**src/rtl/core/crbl_pkg.sv**
```systemverilog
package crbl_pkg;

    localparam int DATA_W           = 18;
    localparam int NUM_BREAKS       = 8;
    localparam int CFG_IDX_W        = 4;
    localparam int METAL_ROWS_DEF   = 8;
    localparam int TEMP_COLUMNS_DEF = 91;

    // Q5.12 fixed point
    localparam int Q_SHIFT = 12;
    localparam int Q_ONE   = 4096;

    // temperature grid: 0.05 steps from 4.0, position = offset * 20 in Q12 columns
    localparam logic signed [DATA_W-1:0] T_FLOOR = 18'sd16384;
    localparam int TOFS_W     = DATA_W - 1;
    localparam int GRID_RECIP = 20;
    localparam int POS_W      = 22;

    localparam int DIFF_W = DATA_W + 1;
    localparam int WT_W   = DATA_W;
    localparam int WGT_W  = DIFF_W + 1;
    localparam int RA_W   = 42;
    localparam int SPLIT  = 21;
    localparam int ACC_W  = 64;
    localparam int DEN_W  = 32;
    localparam int REM_W  = DEN_W + DATA_W;
    localparam int DIV_STEPS = DATA_W;

    localparam logic signed [DATA_W-1:0] OUT_MAX = 18'sd131071;
    localparam logic signed [DATA_W-1:0] OUT_MIN = -18'sd131072;

    localparam logic signed [DATA_W-1:0] BREAK_RESET [NUM_BREAKS] = '{
        -18'sd27439, -18'sd19247, -18'sd15151, -18'sd13103,
        -18'sd11055, -18'sd9007,  -18'sd6959,  -18'sd4911
    };

    typedef enum logic {
        OP_WRITE = 1'b0,
        OP_QUERY = 1'b1
    } op_t;

    // metallicity weights of one query
    typedef struct packed {
        logic                    use_den;
        logic [WT_W-1:0]         den;
        logic signed [WGT_W-1:0] wa;
        logic signed [WGT_W-1:0] wb;
    } weight_t;

    typedef struct packed {
        logic                    start;
        logic signed [ACC_W-1:0] num;
        logic [DEN_W-1:0]        den;
    } div_req_t;

    typedef struct packed {
        logic                     done;
        logic                     sat;
        logic signed [DATA_W-1:0] quot;
    } div_rsp_t;

endpackage

```
**src/rtl/core/crbl_locate.sv**
```systemverilog
module crbl_locate import crbl_pkg::*;
#(
    parameter int METAL_ROWS   = METAL_ROWS_DEF,
    parameter int TEMP_COLUMNS = TEMP_COLUMNS_DEF,
    localparam int ROW_W = $clog2(METAL_ROWS),
    localparam int COL_W = $clog2(TEMP_COLUMNS)
)
(
    input  logic signed [DATA_W-1:0] log_temp,
    input  logic signed [DATA_W-1:0] log_metal,
    input  logic signed [DATA_W-1:0] brk [NUM_BREAKS],
    output logic [COL_W-1:0]         col,
    output logic [ROW_W-1:0]         row,
    output logic [POS_W-1:0]         frac,
    output weight_t                  wt
);

    localparam int RAW_W = POS_W - Q_SHIFT;

    logic signed [DATA_W-1:0] t_cl;
    logic [TOFS_W-1:0]        t_ofs;
    logic [POS_W-1:0]         pos;
    logic [RAW_W-1:0]         col_raw;
    logic signed [DATA_W-1:0] z_lo;
    logic signed [DATA_W-1:0] z;
    logic                     run;
    logic [ROW_W-1:0]         row_hi;
    logic signed [DATA_W-1:0] b_lo;
    logic signed [DATA_W-1:0] b_hi;
    logic signed [DIFF_W-1:0] den_s;
    logic signed [DIFF_W-1:0] num_s;

    // temperature column; top columns extrapolate from the last pair
    always_comb
    begin
        t_cl    = (log_temp < T_FLOOR) ? T_FLOOR : log_temp;
        t_ofs   = TOFS_W'(t_cl - T_FLOOR);
        pos     = POS_W'(t_ofs) * POS_W'(GRID_RECIP);
        col_raw = pos[POS_W-1:Q_SHIFT];
        if (col_raw >= RAW_W'(TEMP_COLUMNS - 1))
            col = COL_W'(TEMP_COLUMNS - 2);
        else
            col = col_raw[COL_W-1:0];
        frac = pos - (POS_W'(col) << Q_SHIFT);
    end

    // metallicity clamp, then the lowest row whose upper break is not below z
    always_comb
    begin
        z_lo = (log_metal < brk[0]) ? brk[0] : log_metal;
        z    = (z_lo > brk[METAL_ROWS-1]) ? brk[METAL_ROWS-1] : z_lo;
        row  = '0;
        run  = 1'b1;
        for (int k = 1; k <= METAL_ROWS - 2; k++)
        begin
            if (run && (z > brk[k]))
                row = ROW_W'(k);
            else
                run = 1'b0;
        end
        row_hi = row + 1'b1;
        b_lo   = brk[row];
        b_hi   = brk[row_hi];
        den_s  = DIFF_W'(b_hi) - DIFF_W'(b_lo);
        num_s  = DIFF_W'(z) - DIFF_W'(b_lo);
        // num <= den; num goes negative when the top break lies below the bottom one
        wt.use_den = (den_s > DIFF_W'(0));
        wt.den     = den_s[WT_W-1:0];
        wt.wb      = WGT_W'(num_s);
        wt.wa      = WGT_W'(den_s) - WGT_W'(num_s);
    end

endmodule

```
**config.mk**
```make
export PLATFORM = sky130hd
export DESIGN_NAME = crbl_locate
export DESIGN_NICKNAME = d
export VERILOG_FILES = /design/src/rtl/core/crbl_pkg.sv /design/src/rtl/core/crbl_locate.sv
export SDC_FILE = /design/constraint.sdc
export NUM_CORES = 1
export LEC_CHECK = 0
export ABC_CLOCK_PERIOD_IN_PS = 14990
export CAP_MARGIN = 10
export CORE_MARGIN = 1
export CORE_UTILIZATION = 56
export DETAILED_ROUTE_END_ITERATION = 7
export DONT_BUFFER_PORTS = 1
export GPL_ROUTABILITY_DRIVEN = 0
export GPL_TIMING_DRIVEN = 0
export PLACE_DENSITY = 0.72
export SYNTH_ARGS = -nofsm -noshare
export SYNTH_HDL_FRONTEND = slang
export SYNTH_SLANG_ARGS = --single-unit
```
**constraint.sdc**
```tcl
create_clock -name vclk -period 14.99
set_input_delay 0 -clock vclk [all_inputs]
set_output_delay 0 -clock vclk [all_outputs]
set_load 0.02 [all_outputs]
```
* Word-level counts from Yosys, hierarchy flattened
Index checks and enable logic that the tools add are counted.
** Storage, ports and cells
- Flip-flop bits (word level) :: 0
- Input port bits :: 180
- Output and inout bits :: 91
- Logic and storage cells :: 48
** Cells by class
- Add/sub/neg operators :: 6
- Multiply operators :: 1
- Magnitude comparators :: 13
- Mux-type cells :: 21
- Bitwise logic cells :: 2
- Reduce and logical (&&, ||, !) cells :: 5
** Operator list (number)
- $gt 18x18->1 :: 7
- $bmux 18 s3 :: 2
- $mux 18 :: 6
- $sub 18x18->19 :: 2
- $sub 22x19->22 :: 1
- $mul 17x3->20 const B :: 1
- $sub 19x19->20 :: 1
- $gt 19x1->1 const B :: 1
- $lt 18x16->1 const B :: 1
- $lt 18x18->1 :: 1
- $mux 17 :: 1
- $sub 17x16->17 const B :: 1
- $mux 3 :: 4
- $ge 10x7->1 const B :: 1
- $ge 4x4->1 const B :: 2
- $not 3->4 :: 2
- $mux 7 :: 1
- $mux 1 :: 6
- $logic_and 1x1->1 :: 5
- $add 3x1->3 const B :: 1
- $mux 2 :: 1

* Longest topological paths before layout
- Depth in word-level cells :: 23
- Gate-level depth with buffers :: 61
- Gate-level depth less buffers :: 53

* Worst setup path before layout
OpenSTA, ideal clock, no wires.
- Kind :: input to output
- Start point :: input brk[133] in the netlist's numbering
- End point :: output wt[39] in the netlist's numbering
- Data arrival time :: 12.986 ns
- Slack :: 2.004 ns
- Stages on the path :: 57
- Path buffers :: 7
- Path through :: inv_1 -> ha_1 -> a21o_1 -> a21oi_1 -> o22ai_1 -> nor4_1 -> o21a_1 -> clkbuf_1 -> buf_1 -> mux2_2 -> ha_1 -> nand3_1 -> o21ai_0 -> a21oi_1 -> or3_1 -> a221oi_1 -> clkbuf_1 -> nor2_1 -> [... 21 more ...] -> xnor2_1 -> xnor2_1 -> ha_1 -> nor2b_1 -> o21ai_0 -> a21oi_1 -> o21a_1 -> o21a_1 -> o21a_1 -> o21a_1 -> o21a_1 -> o21ai_0 -> nand2b_1 -> inv_1 -> maj3_1 -> o21ai_1 -> a311o_1 -> a31oi_1
** RTL lines
- start: declaration :: RTL line crbl_locate.sv:11 : input logic signed [DATA_W-1:0] brk [NUM_BREAKS],
- end: declaration :: RTL line crbl_locate.sv:15 : output weight_t wt

==> flow_metrics.py <==
metrics = {
    "status": {
        "status": "finished, final reports clean",
    },
    "global_route": {
        "grt_use_met1": 0.4315,
        "grt-busiest-layer": "met2",
        "grt_max_degree": 12,
        "use_met3": 0.1038,
        "grt_pass1_wl_um": 54680,
        "grt_use_total": 0.3794,
        "grt_overflow_total": 0,
        "met2_usage": 0.6441,
        "grt_pass1_vias": 10570,
        "antenna_found_initial": 0,
    },
    "sta": {
        "setup_viol": 0,
        "final_hold_viol_count": 0,
        "fin_crit_sh": 0.9548,
        "setup_slack_ns": 0.6781,
        "period_minus_slack_ns": 14.31,
        "slew_headroom": 0.2712,
        "fmax_ghz": 0.06987,
        "tightest_slew_ns": 1.076,
        "final-max-slew-violation-count": 0,
    },
    "detailed_routing": {
        "antenna_left": 0,
        "viasPerCell": 6.805,
        "dr.pass1.iters": 5,
        "routedWlPerCell_um": 22.45,
        "drt-initial-drc-count": 1011,
        "drc": 0,
        "num_vias": 11260,
        "drt-total-wl_um": 37160,
    },
    "finish": {
        "drive_gt1_frac": 0.08626,
        "nets": 1835,
        "antenna_cells": 0,
        "clkbuf_count": 0,
        "seqCellArea_um2": 0,
        "syn_to_final_growth_pct": 5.917,
        "nFlopsAndLatches": 0,
        "fin_util": 0.6072,
    },
    "setup_path": {
        "cp.required_ns": 14.99,
        "worstPathMaxFanout": 11,
        "worst_setup_path_end_kind": "output port",
        "cpPeakStageDelay_ns": 0.62,
        "worstSetupPathType": "in -> out",
        "cp_slowest_cell": "o41ai_1",
        "cp-start-kind": "primary input",
        "cp-startpoint": "brk[130]",
        "cp.arrival_ns": 14.31,
        "cpMostUsedCell": "ha_1",
    },
    "synth": {
        "ys_warn_count": 0,
        "synth_area_leader_cell": "ha_1",
        "synth_cells": 1420,
        "ys_seq_area_frac": 0,
        "synth.avg_cell_area_um2": 7.252,
        "synth_cell_types": 88,
        "synth_top_cell_area_share": 0.2710,
        "synth.area.top_cells": "ha_1 27%, inv_1 7.6%, mux4_2 6.8%",
        "synthesis.area_mm2": 0.01030,
    },
    "place": {
        "dpl.hpwl_um": 33080,
        "preCtsSetupSlack_ns": -2.075,
        "io_buffers": 0,
    },
    "die": {
        "die_h_um": 137.6,
        "dieArea_mm2": 0.01893,
        "start_util": 0.5732,
        "rows": 49,
        "core-area_mm2": 0.01796,
        "die_x_um": 137.6,
        "num_io_pins": 271,
    },
    "worst_hold_path": {
        "hold_class": "in -> out",
        "min_path_cells": 1,
        "worstHoldStart": "log_temp[1]",
        "hold_end": "frac[3]",
    },
    "run": {
        "cap_violations": 0,
    },
}
==> worst max path at each step <==
stage	to
CTS	wt[39]
global placement	wt[39]
global route	wt[38]
floorplan	wt[39]
detailed placement	wt[39]
finish	wt[37]
==> synthesized netlist by cell type, types with 12 or more instances <==
cell	count
o21bai_1	19
inv_1	209
a211oi_1	30
xnor2_1	54
nand2_1	106
nor2b_1	15
xor2_1	13
nor2_1	106
clkbuf_1	38
ha_1	223
a221oi_1	38
nor3_1	20
mux2i_1	13
o21a_1	15
mux2_2	20
a21oi_1	123
and2_1	20
o21ai_0	54
nand4_1	23
nand3_1	30
a311oi_1	17
a21o_1	26
nand2b_1	12
mux4_2	31
==> metal layers <==
metal / up-vias / routed length, um
met1: 5133 / 13610
met2: 709 / 16400
li1: 5248 / -
met5: - / 0
met3: 172 / 4675
met4: 0 / 2476
==> layout by cell type, fill, tap and decap left out, types with 7 or more instances in the layout <==
cell type,count
nor2b_1,15
buf_4,8
xor2_1,13
mux2_2,20
mux2i_1,13
a21oi_1,107
o21bai_1,19
nand4_1,23
ha_1,223
clkbuf_1,29
xnor2_2,7
o21a_1,14
nand2_1,106
a21oi_4,14
a211oi_1,30
o21ai_0,54
o211ai_1,9
nand3_1,30
mux4_2,31
a311oi_1,17
nor2_1,106
inv_1,209
o31ai_1,10
and4_1,7
nand2b_1,12
a21o_1,26
and2_1,20
nor3_1,20
xnor2_1,48
a221oi_1,37
==> cell families after synthesis <==
family | count (synthesis) | synth area share
other | 1 | 0.0003642
AO/OA/AOI/OAI | 416 | 0.2772
buffers and inverters | 263 | 0.09757
multiplexers | 67 | 0.1085
AND/OR/NAND/NOR | 374 | 0.1748
adder cells (fa/ha/maj) | 231 | 0.2830
XOR/XNOR | 68 | 0.05857
==> worst max-delay path, delay by kind of cell <==
| kind | cells | cell delay (ns) |
|---|---|---|
| xor+xnor | 2 | 0.94 |
| simple gates | 9 | 2.18 |
| buf+inv | 12 | 2.81 |
| mux | 1 | 0.42 |
| compound gates | 22 | 5.54 |
| fa+ha+maj | 8 | 2.37 |
==> layout make-up <==
type / instances / area, um^2
buffer: 49 / 217.7
fill: 1703 / 7057
inverter: 213 / 802.0
multi-input combinational: 1158 / 9558
tap: 229 / 286.5
timing repair buffer: 6 / 42.54
==> stage by stage <==
stage	cell area [um^2]	TNS, ns	hold WS (ns)	instances
CTS	10710	0	0.2025	1650
floorplan	10300	0	0.1935	1421
global placement	10590	-19.67	0.1983	1650
global route	10910	-0.04959	0.2086	1655
detailed placement	10590	-21.64	0.2014	1651
finish	10910	0	0.2015	1655
==> repair_timing <==
item / in CTS / in global routing
setup endpoints to repair: 23 / 9
cloned: 0 / 0
buffers inserted: 0 / 5
hold buffers: 0 / 0
resized for setup: 29 / 38
pin swaps: 0 / 3
Power is not shown: default switching activity piles up to over one toggle a cycle in this logic, so the estimate is an artifact.
