===== src/rtl/core/crbl_pkg.sv =====
package crbl_pkg;

    localparam int DATA_W           = 18;
    localparam int NUM_BREAKS       = 8;
    localparam int CFG_IDX_W        = 4;
    localparam int METAL_ROWS_DEF   = 8;
    localparam int TEMP_COLUMNS_DEF = 91;

    // Q5.12 fixed point
    localparam int Q_SHIFT = 12;
    localparam int Q_ONE   = 4096;

    // temperature grid: 0.05 steps from 4.0, position = offset * 20 in Q12 columns
    localparam logic signed [DATA_W-1:0] T_FLOOR = 18'sd16384;
    localparam int TOFS_W     = DATA_W - 1;
    localparam int GRID_RECIP = 20;
    localparam int POS_W      = 22;

    localparam int DIFF_W = DATA_W + 1;
    localparam int WT_W   = DATA_W;
    localparam int WGT_W  = DIFF_W + 1;
    localparam int RA_W   = 42;
    localparam int SPLIT  = 21;
    localparam int ACC_W  = 64;
    localparam int DEN_W  = 32;
    localparam int REM_W  = DEN_W + DATA_W;
    localparam int DIV_STEPS = DATA_W;

    localparam logic signed [DATA_W-1:0] OUT_MAX = 18'sd131071;
    localparam logic signed [DATA_W-1:0] OUT_MIN = -18'sd131072;

    localparam logic signed [DATA_W-1:0] BREAK_RESET [NUM_BREAKS] = '{
        -18'sd27439, -18'sd19247, -18'sd15151, -18'sd13103,
        -18'sd11055, -18'sd9007,  -18'sd6959,  -18'sd4911
    };

    typedef enum logic {
        OP_WRITE = 1'b0,
        OP_QUERY = 1'b1
    } op_t;

    // metallicity weights of one query
    typedef struct packed {
        logic                    use_den;
        logic [WT_W-1:0]         den;
        logic signed [WGT_W-1:0] wa;
        logic signed [WGT_W-1:0] wb;
    } weight_t;

    typedef struct packed {
        logic                    start;
        logic signed [ACC_W-1:0] num;
        logic [DEN_W-1:0]        den;
    } div_req_t;

    typedef struct packed {
        logic                     done;
        logic                     sat;
        logic signed [DATA_W-1:0] quot;
    } div_rsp_t;

endpackage


===== src/rtl/core/crbl_div.sv =====
module crbl_div import crbl_pkg::*;
(
    input  logic     clk,
    input  logic     rst_n,
    input  div_req_t req,
    output div_rsp_t rsp
);

    localparam int CNT_W = $clog2(DIV_STEPS + 1);

    logic [ACC_W-1:0]        lim;
    logic [ACC_W-1:0]        top;
    logic signed [ACC_W-1:0] x;
    logic                    neg;
    logic                    over;
    logic                    ge;

    logic [REM_W-1:0]  rem_reg;
    logic [REM_W-1:0]  dsh_reg;
    logic [DATA_W-1:0] q_reg;
    logic [CNT_W-1:0]  cnt_reg;
    logic              done_reg;
    logic              sat_reg;
    logic              hi_reg;

    // floor(num/den) is offset by 2^17 so the quotient is an 18-bit unsigned value
    always_comb
    begin
        lim  = ACC_W'(req.den) << (DATA_W - 1);
        top  = ACC_W'(req.den) << DATA_W;
        x    = req.num + $signed(lim);
        neg  = x[ACC_W-1];
        over = !neg && ($unsigned(x) >= top);
        ge   = (rem_reg >= dsh_reg);
    end

    always_ff @(posedge clk or negedge rst_n)
    begin
        if (!rst_n)
        begin
            cnt_reg  <= '0;
            done_reg <= 1'b0;
            sat_reg  <= 1'b0;
            hi_reg   <= 1'b0;
        end
        else if (req.start)
        begin
            sat_reg  <= neg || over;
            hi_reg   <= over;
            cnt_reg  <= (neg || over) ? CNT_W'(0) : CNT_W'(DIV_STEPS);
            done_reg <= neg || over;
        end
        else if (cnt_reg != '0)
        begin
            cnt_reg  <= cnt_reg - 1'b1;
            done_reg <= (cnt_reg == CNT_W'(1));
        end
        else
        begin
            done_reg <= 1'b0;
        end
    end

    // one quotient bit per cycle, restoring
    always_ff @(posedge clk)
    begin
        if (req.start)
        begin
            rem_reg <= x[REM_W-1:0];
            dsh_reg <= lim[REM_W-1:0];
            q_reg   <= '0;
        end
        else if (cnt_reg != '0)
        begin
            if (ge)
                rem_reg <= rem_reg - dsh_reg;
            dsh_reg <= dsh_reg >> 1;
            q_reg   <= {q_reg[DATA_W-2:0], ge};
        end
    end

    always_comb
    begin
        rsp.done = done_reg;
        rsp.sat  = sat_reg;
        if (sat_reg)
            rsp.quot = hi_reg ? OUT_MAX : OUT_MIN;
        else
            rsp.quot = $signed({~q_reg[DATA_W-1], q_reg[DATA_W-2:0]});
    end

endmodule


===== config.mk =====
export PLATFORM = sky130hd
export DESIGN_NAME = crbl_div
export DESIGN_NICKNAME = d
export VERILOG_FILES = /design/src/rtl/core/crbl_pkg.sv /design/src/rtl/core/crbl_div.sv
export SDC_FILE = /design/constraint.sdc
export NUM_CORES = 1
export LEC_CHECK = 0
export BUFFER_PORTS_ARGS = -buffer_cell sky130_fd_sc_hd__buf_4
export CAP_MARGIN = 10
export CORE_UTILIZATION = 55
export DETAILED_ROUTE_END_ITERATION = 8
export PLACE_DENSITY = 0.84
export REMOVE_ABC_BUFFERS = 1
export SLEW_MARGIN = 30
export SYNTH_ARGS = -nofsm -noshare
export SYNTH_HDL_FRONTEND = slang
export SYNTH_SLANG_ARGS = --single-unit

===== constraint.sdc =====
create_clock -name clk -period 7.9 [get_ports clk]
set_input_delay 0.79 -clock clk [delete_from_list [all_inputs] [get_ports clk]]
set_output_delay 0.79 -clock clk [all_outputs]
set_load 0.02 [all_outputs]

# ---- Word level (Yosys, flattened, before mapping)
# Index checks and enable logic that the tools add are counted.
dict set report classes {
  n_addsub 3
  n_mul 0
  n_div 0
  magnitude_cmp 2
  n_eq_ne 1
  shifts 0
  n_mux 12
  bitwise_logic 1
  reduce_logical 7
}
# op n
set ops {}
lappend ops {{$mux 50} 3}
lappend ops {{$mux 49} 2}
lappend ops {{$add 64x50->64} 1}
lappend ops {{$ge 64x50->1} 1}
lappend ops {{$ge 50x49->1} 1}
lappend ops {{$sub 50x49->50} 1}
lappend ops {{$mux 18} 2}
lappend ops {{$mux 5} 3}
lappend ops {{$eq 5x1->1 const B} 1}
lappend ops {{$reduce_bool 5->1} 1}
lappend ops {{$sub 5x1->5 const B} 1}
lappend ops {{$reduce_bool 2->1} 2}
lappend ops {{$mux 1} 2}
lappend ops {{$reduce_and 2->1} 1}
lappend ops {{$logic_and 1x1->1} 1}
lappend ops {{$logic_not 1->1} 1}
lappend ops {{$logic_or 1x1->1} 1}
lappend ops {{$not 1->1} 1}
dict set report word_totals {
  regBits 125
  latchBits 0
  ram_bits 0
  rom_bits 0
  in_bits 99
  word_cells 34
  memories 0
}

# ---- Logic depth before layout (Yosys ltp)
dict set report logic_depth {
  word_depth 6
  mapped_depth 20
}

# ---- Worst setup path after synthesis
# OpenSTA, ideal clock, no wires.
dict set report synth_timing {
  path_type {in2reg}
  startpoint {in req[0] (netlist name)}
  endpoint {reg hi_reg}
  setup_ns 0.119
  t_arrival_ns 4.550
  setup_slack_ns 3.232
  path_stages 20
  path_buffers 0
  path_cell_list {ha_1 > inv_1 > fa_1 > nand2b_1 > a21oi_1 > o21ai_0 > o221ai_1 > a41oi_1 > o21ai_0 > xor2_1 > ha_1 > a21o_1 > a21o_1 > a221oi_1 > nand4_1 > o2111ai_1 > nand4_1 > nor4b_2 > o2111a_2 > nor2_1}
}
dict set report synth_via {
  elab_chain_len 3
  word_cells_on_any_way 4
  classes_between {1 x add/sub; 1 x order compare; 2 x reduce/logical}
}
# item line_no
set synth_rtl {}
lappend synth_rtl {{start, declared} crbl_div.sv:5} ;# input div_req_t req,
lappend synth_rtl {{$add 64x50->64} crbl_div.sv:31} ;# x = req.num + $signed(lim);
lappend synth_rtl {{$ge 64x50->1 / $logic_not 1->1 (equally long branches)} crbl_div.sv:33} ;# over = !neg && ($unsigned(x) >= top);
lappend synth_rtl {{$logic_and 1x1->1 (*)} crbl_div.sv:33}
lappend synth_rtl {{end signal, assigned} crbl_div.sv:49} ;# hi_reg <= over;
lappend synth_rtl {{end, declared} crbl_div.sv:24} ;# logic hi_reg;
# Every way passes the cells marked *; elsewhere a longest branch is shown, timed or not.
# A chain may end at the register's enable or synchronous reset.

# ---- Worst setup path after layout
dict set report layout_timing {
  startpoint {in req[0] (netlist name)}
  endpoint {reg cnt_reg[4]}
}
dict set report layout_via {
  elab_chain_len 6
  word_cells_on_any_way 7
  classes_between {1 x add/sub; 1 x order compare; 2 x mux; 3 x reduce/logical}
}
# item line_no
set layout_rtl {}
lappend layout_rtl {{$add 64x50->64} crbl_div.sv:31}
lappend layout_rtl {{$ge 64x50->1 / $logic_not 1->1 (equally long branches)} crbl_div.sv:33}
lappend layout_rtl {{$logic_and 1x1->1} crbl_div.sv:33}
lappend layout_rtl {{$logic_or 1x1->1 (*)} crbl_div.sv:50} ;# cnt_reg <= (neg || over) ? CNT_W'(0) : CNT_W'(DIV_STEPS);
lappend layout_rtl {{$mux 5 (*)} crbl_div.sv:50}
lappend layout_rtl {{$mux 5 (*)} crbl_div.sv:46} ;# else if (req.start)
lappend layout_rtl {{end signal, assigned} crbl_div.sv:50}
lappend layout_rtl {{end signal, assigned} crbl_div.sv:55} ;# cnt_reg <= cnt_reg - 1'b1;
lappend layout_rtl {{end, declared} crbl_div.sv:21} ;# logic [CNT_W-1:0] cnt_reg;
# Marks and branches as above.

==> implementation parameters <==
Parameter                              Value

Outcome
  Outcome    finished clean

Critical path
  Critical path, cell by cell    buf_4 -> ha_1 -> inv_1 -> fa_1 -> nand2b_1 -> a21oi_1 -> o21ai_0 -> o221ai_1 -> a41oi_1 -> o21ai_0 -> xor2_1 -> ha_1 -> a21o_1 -> a21o_1 -> a221oi_1 -> nand4_1 -> o2111ai_1 -> nand4_1 -> nor4b_2 -> o2111a_2 -> nand2b_1
  Number of buffers and inverters on the critical path    2
  Critical Path AT    5.63 ns
  Crit Path Category    in2reg
  Slowest library cell on the worst path    o221ai_1
  Category of cells accounting for the largest share of critical-path delay    compound AO/OA/AOI/OAI gates
  Worst-path fanout max    5
  Worst stage delay on the critical path    0.42 ns
  Startpoint kind of the worst setup timing path    input port
  Endpoint type of the worst setup path    register
  Critical Path RT    8.25 ns

Die
  DIE AREA    0.02104 mm²
  Starting utilization of the core area    56.89%
  Core region area    0.01978 mm²
  Die width    145.1 µm
  Std-Cell Rows    51
  Die Height    145.1 µm
  I/O pins    119

Logic synthesis
  Main synth FF type    edfxtp_1
  Number of storage elements in the synthesis netlist    125
  Netlist Area Pre-Place    0.01125 mm²
  Synthesized area per cell    7.898 µm²
  Dominant cell type by area after synthesis    edfxtp_1
  Synth top area cells    edfxtp_1 22%, ha_1 13%, nand2_1 7.4%
  Instance count of the mapped netlist    1425
  Number of distinct library cell variants in the gate-level netlist after synthesis    83
  Number of flops mapped to enable cells by yosys    82
  Top cells by instance count after synthesis    223 x nand2_1, 162 x a21oi_1, 131 x inv_1
  Yosys Warn Count    0
  Most common cell in the netlist    nand2_1
  Proportion of register bits with asynchronous set or reset after synthesis    6.400%
  Sequential fraction of the synthesis area    29.88%
  Area share of the leading cell type in the synthesized netlist    21.88%

GRT
  Largest net degree at the start of global routing    86
  Via count of the first global-routing pass    9811
  All-layer global routing usage    28.01%
  Number of antenna violations at the first check in global routing    0
  GRT Residual Overflow    0
  Global-route wire length before repair    48090 µm

Timing
  Setup slack of the critical path after layout    2.613 ns
  Fin crit share    66.93%
  Actual slew at the worst max-slew pin    0.8595 ns
  Setup TNS Final    0 ns
  Hold Violations, Final    0
  Number of setup violations in the final report    0
  Max-Slew Margin vs Limit    42.70%
  RSZ-0062 raised after global routing    false
  Number of max-slew violations in the final report    0
  Final-layout worst hold slack    0.1808 ns
  Largest clock skew in the final design    0.009880 ns
  Final Critical Period    5.287 ns
  Achievable frequency    189.1 MHz

Route
  DRC viols    0
  Wire per inst    16.61 µm
  DRC marker count from the first detailed-route iteration    946
  Total met3 wirelength after detailed routing    2022 µm
  Number of iterations in the first detailed-routing pass    5
  Routed vias    10.78k
  Ratio of routed vias to standard cells    6.043
  Highest routed metal layer    met4
  Routed met1 length    13310 µm
  Routed wire length    29610 µm
  Met2 layer wire length in the routed design    13540 µm
  DRT antenna net count    0

Layout
  Antenna cells    0
  NumNets Final    1722
  Number of standard cells in the layout, taps in and fillers out    1783
  Util after Layout    64.52%
  Number of flip-flops under the largest register name    50
  Layout cells sized above 1    11.46%
  Area added between synthesis and finish    13.40%

Flow run
  Count of max-cap constraint violations    0

CTS
  Clock root buffer    clkbuf_16
  Count of hold-fix buffers inserted at cts    0
  Clock latency at the later pin of the worst-skew pair    0.42 ns
  CTS Buffer Depth    2
  Post-CTS resize count    0
  Clock tree from TritonCTS    built
  Clock-pin slew reported for the worst setup and hold paths after clock tree synthesis    0.05 ns
  Number of buffers created by CTS    17
  Clock Sinks    125
  Number of post-CTS setup repair buffers    0
  H-tree depth    4

Power
  Areal power density over the cells    387.7 mW/mm²
  Leakage power summed over all cells    5.399 nW
  VDD IR-drop max    221.0 µV

Placement
  Placed cell count    1752
  IO Port Bufs    118
  GP Congestion    0.9132
  HPWL reported at the end of detailed placement    22730 µm
  Setup WS pre-CTS    2.195 ns

Min path
  Path class of the lowest-slack min-delay path    in2async
==> metrics by stage <==
stage	power [W]	cell area [µm²]
after floorplan	0.003402	10990
after global placement	0.004087	12250
after detailed placement	0.004171	12250
after CTS	0.004900	12760
after global routing	0.005325	12760
final	0.004948	12760
==> cell families (layout without fill, tap and decap cells) <==
kind of cell / count (synthesis) / after routing / synth area share [%]
AOI/OAI and AO/OA: 445 / 445 / 24.80
xor gates and xnor gates: 80 / 80 / 6.226
and+or+nand+nor: 457 / 457 / 18.42
muxes: 8 / 8 / 0.7449
DFF: 125 / 125 / 29.88
adders and majority gates: 117 / 117 / 13.14
buffers and inverters: 193 / 286 / 6.781
==> final timing paths <==
path                       startpoint  slack, ns     endpoint  cells after the start
min in group clk             q_reg[0]       0.46     q_reg[1]                      2
hold / removal                  rst_n       0.18   cnt_reg[0]                      1
setup reg to reg           rem_reg[0]       3.73  rem_reg[20]                     13
setup / recovery               req[0]       2.61   cnt_reg[4]                     21
hold reg to reg              q_reg[0]       0.46     q_reg[1]                      2
max in group asynchronous       rst_n       7.59   cnt_reg[2]                      1
==> final cells by class <==
| cell class | instances | area (µm²) |
|---|---|---|
| Timing Repair Buffer | 123 | 923.4 |
| Inverter | 132 | 495.5 |
| Clock buffer | 22 | 444.2 |
| Clock inverter | 9 | 72.57 |
| Sequential cell | 125 | 3363 |
| Multi-Input combinational cell | 1107 | 7132 |
| Tap cell | 265 | 331.6 |
| Fill cell | 1679 | 7019 |
==> layer usage <==
layer / up-vias / GRT usage (%)
met4: 0 / 9.421
met3: 54 / 4.403
met2: 460 / 45.63
met5: - / 0
met1: 4996 / 37.80
li1: 5265 / -
==> where the power goes <==
part	total, W	internal (W)	switching (W)	leakage, nW
sequential	0.00114	0.00106	0.0000839	1.23
clock	0.000696	0.000425	0.000271	0.249
combinational	0.00311	0.00116	0.00195	3.92
==> layout by cell type (no fill, tap or decap), types with 22 or more instances in the layout <==
cell type,count
edfxtp_1,82
nand4_1,26
a21o_1,36
nand3_1,22
nor2_1,94
nand2_1,222
xor2_1,40
o21ai_0,94
a21oi_1,162
buf_4,123
dfxtp_1,35
xnor2_1,40
o31ai_1,36
ha_1,115
nor3_1,24
inv_1,131
(Power assumes the default switching activity.)
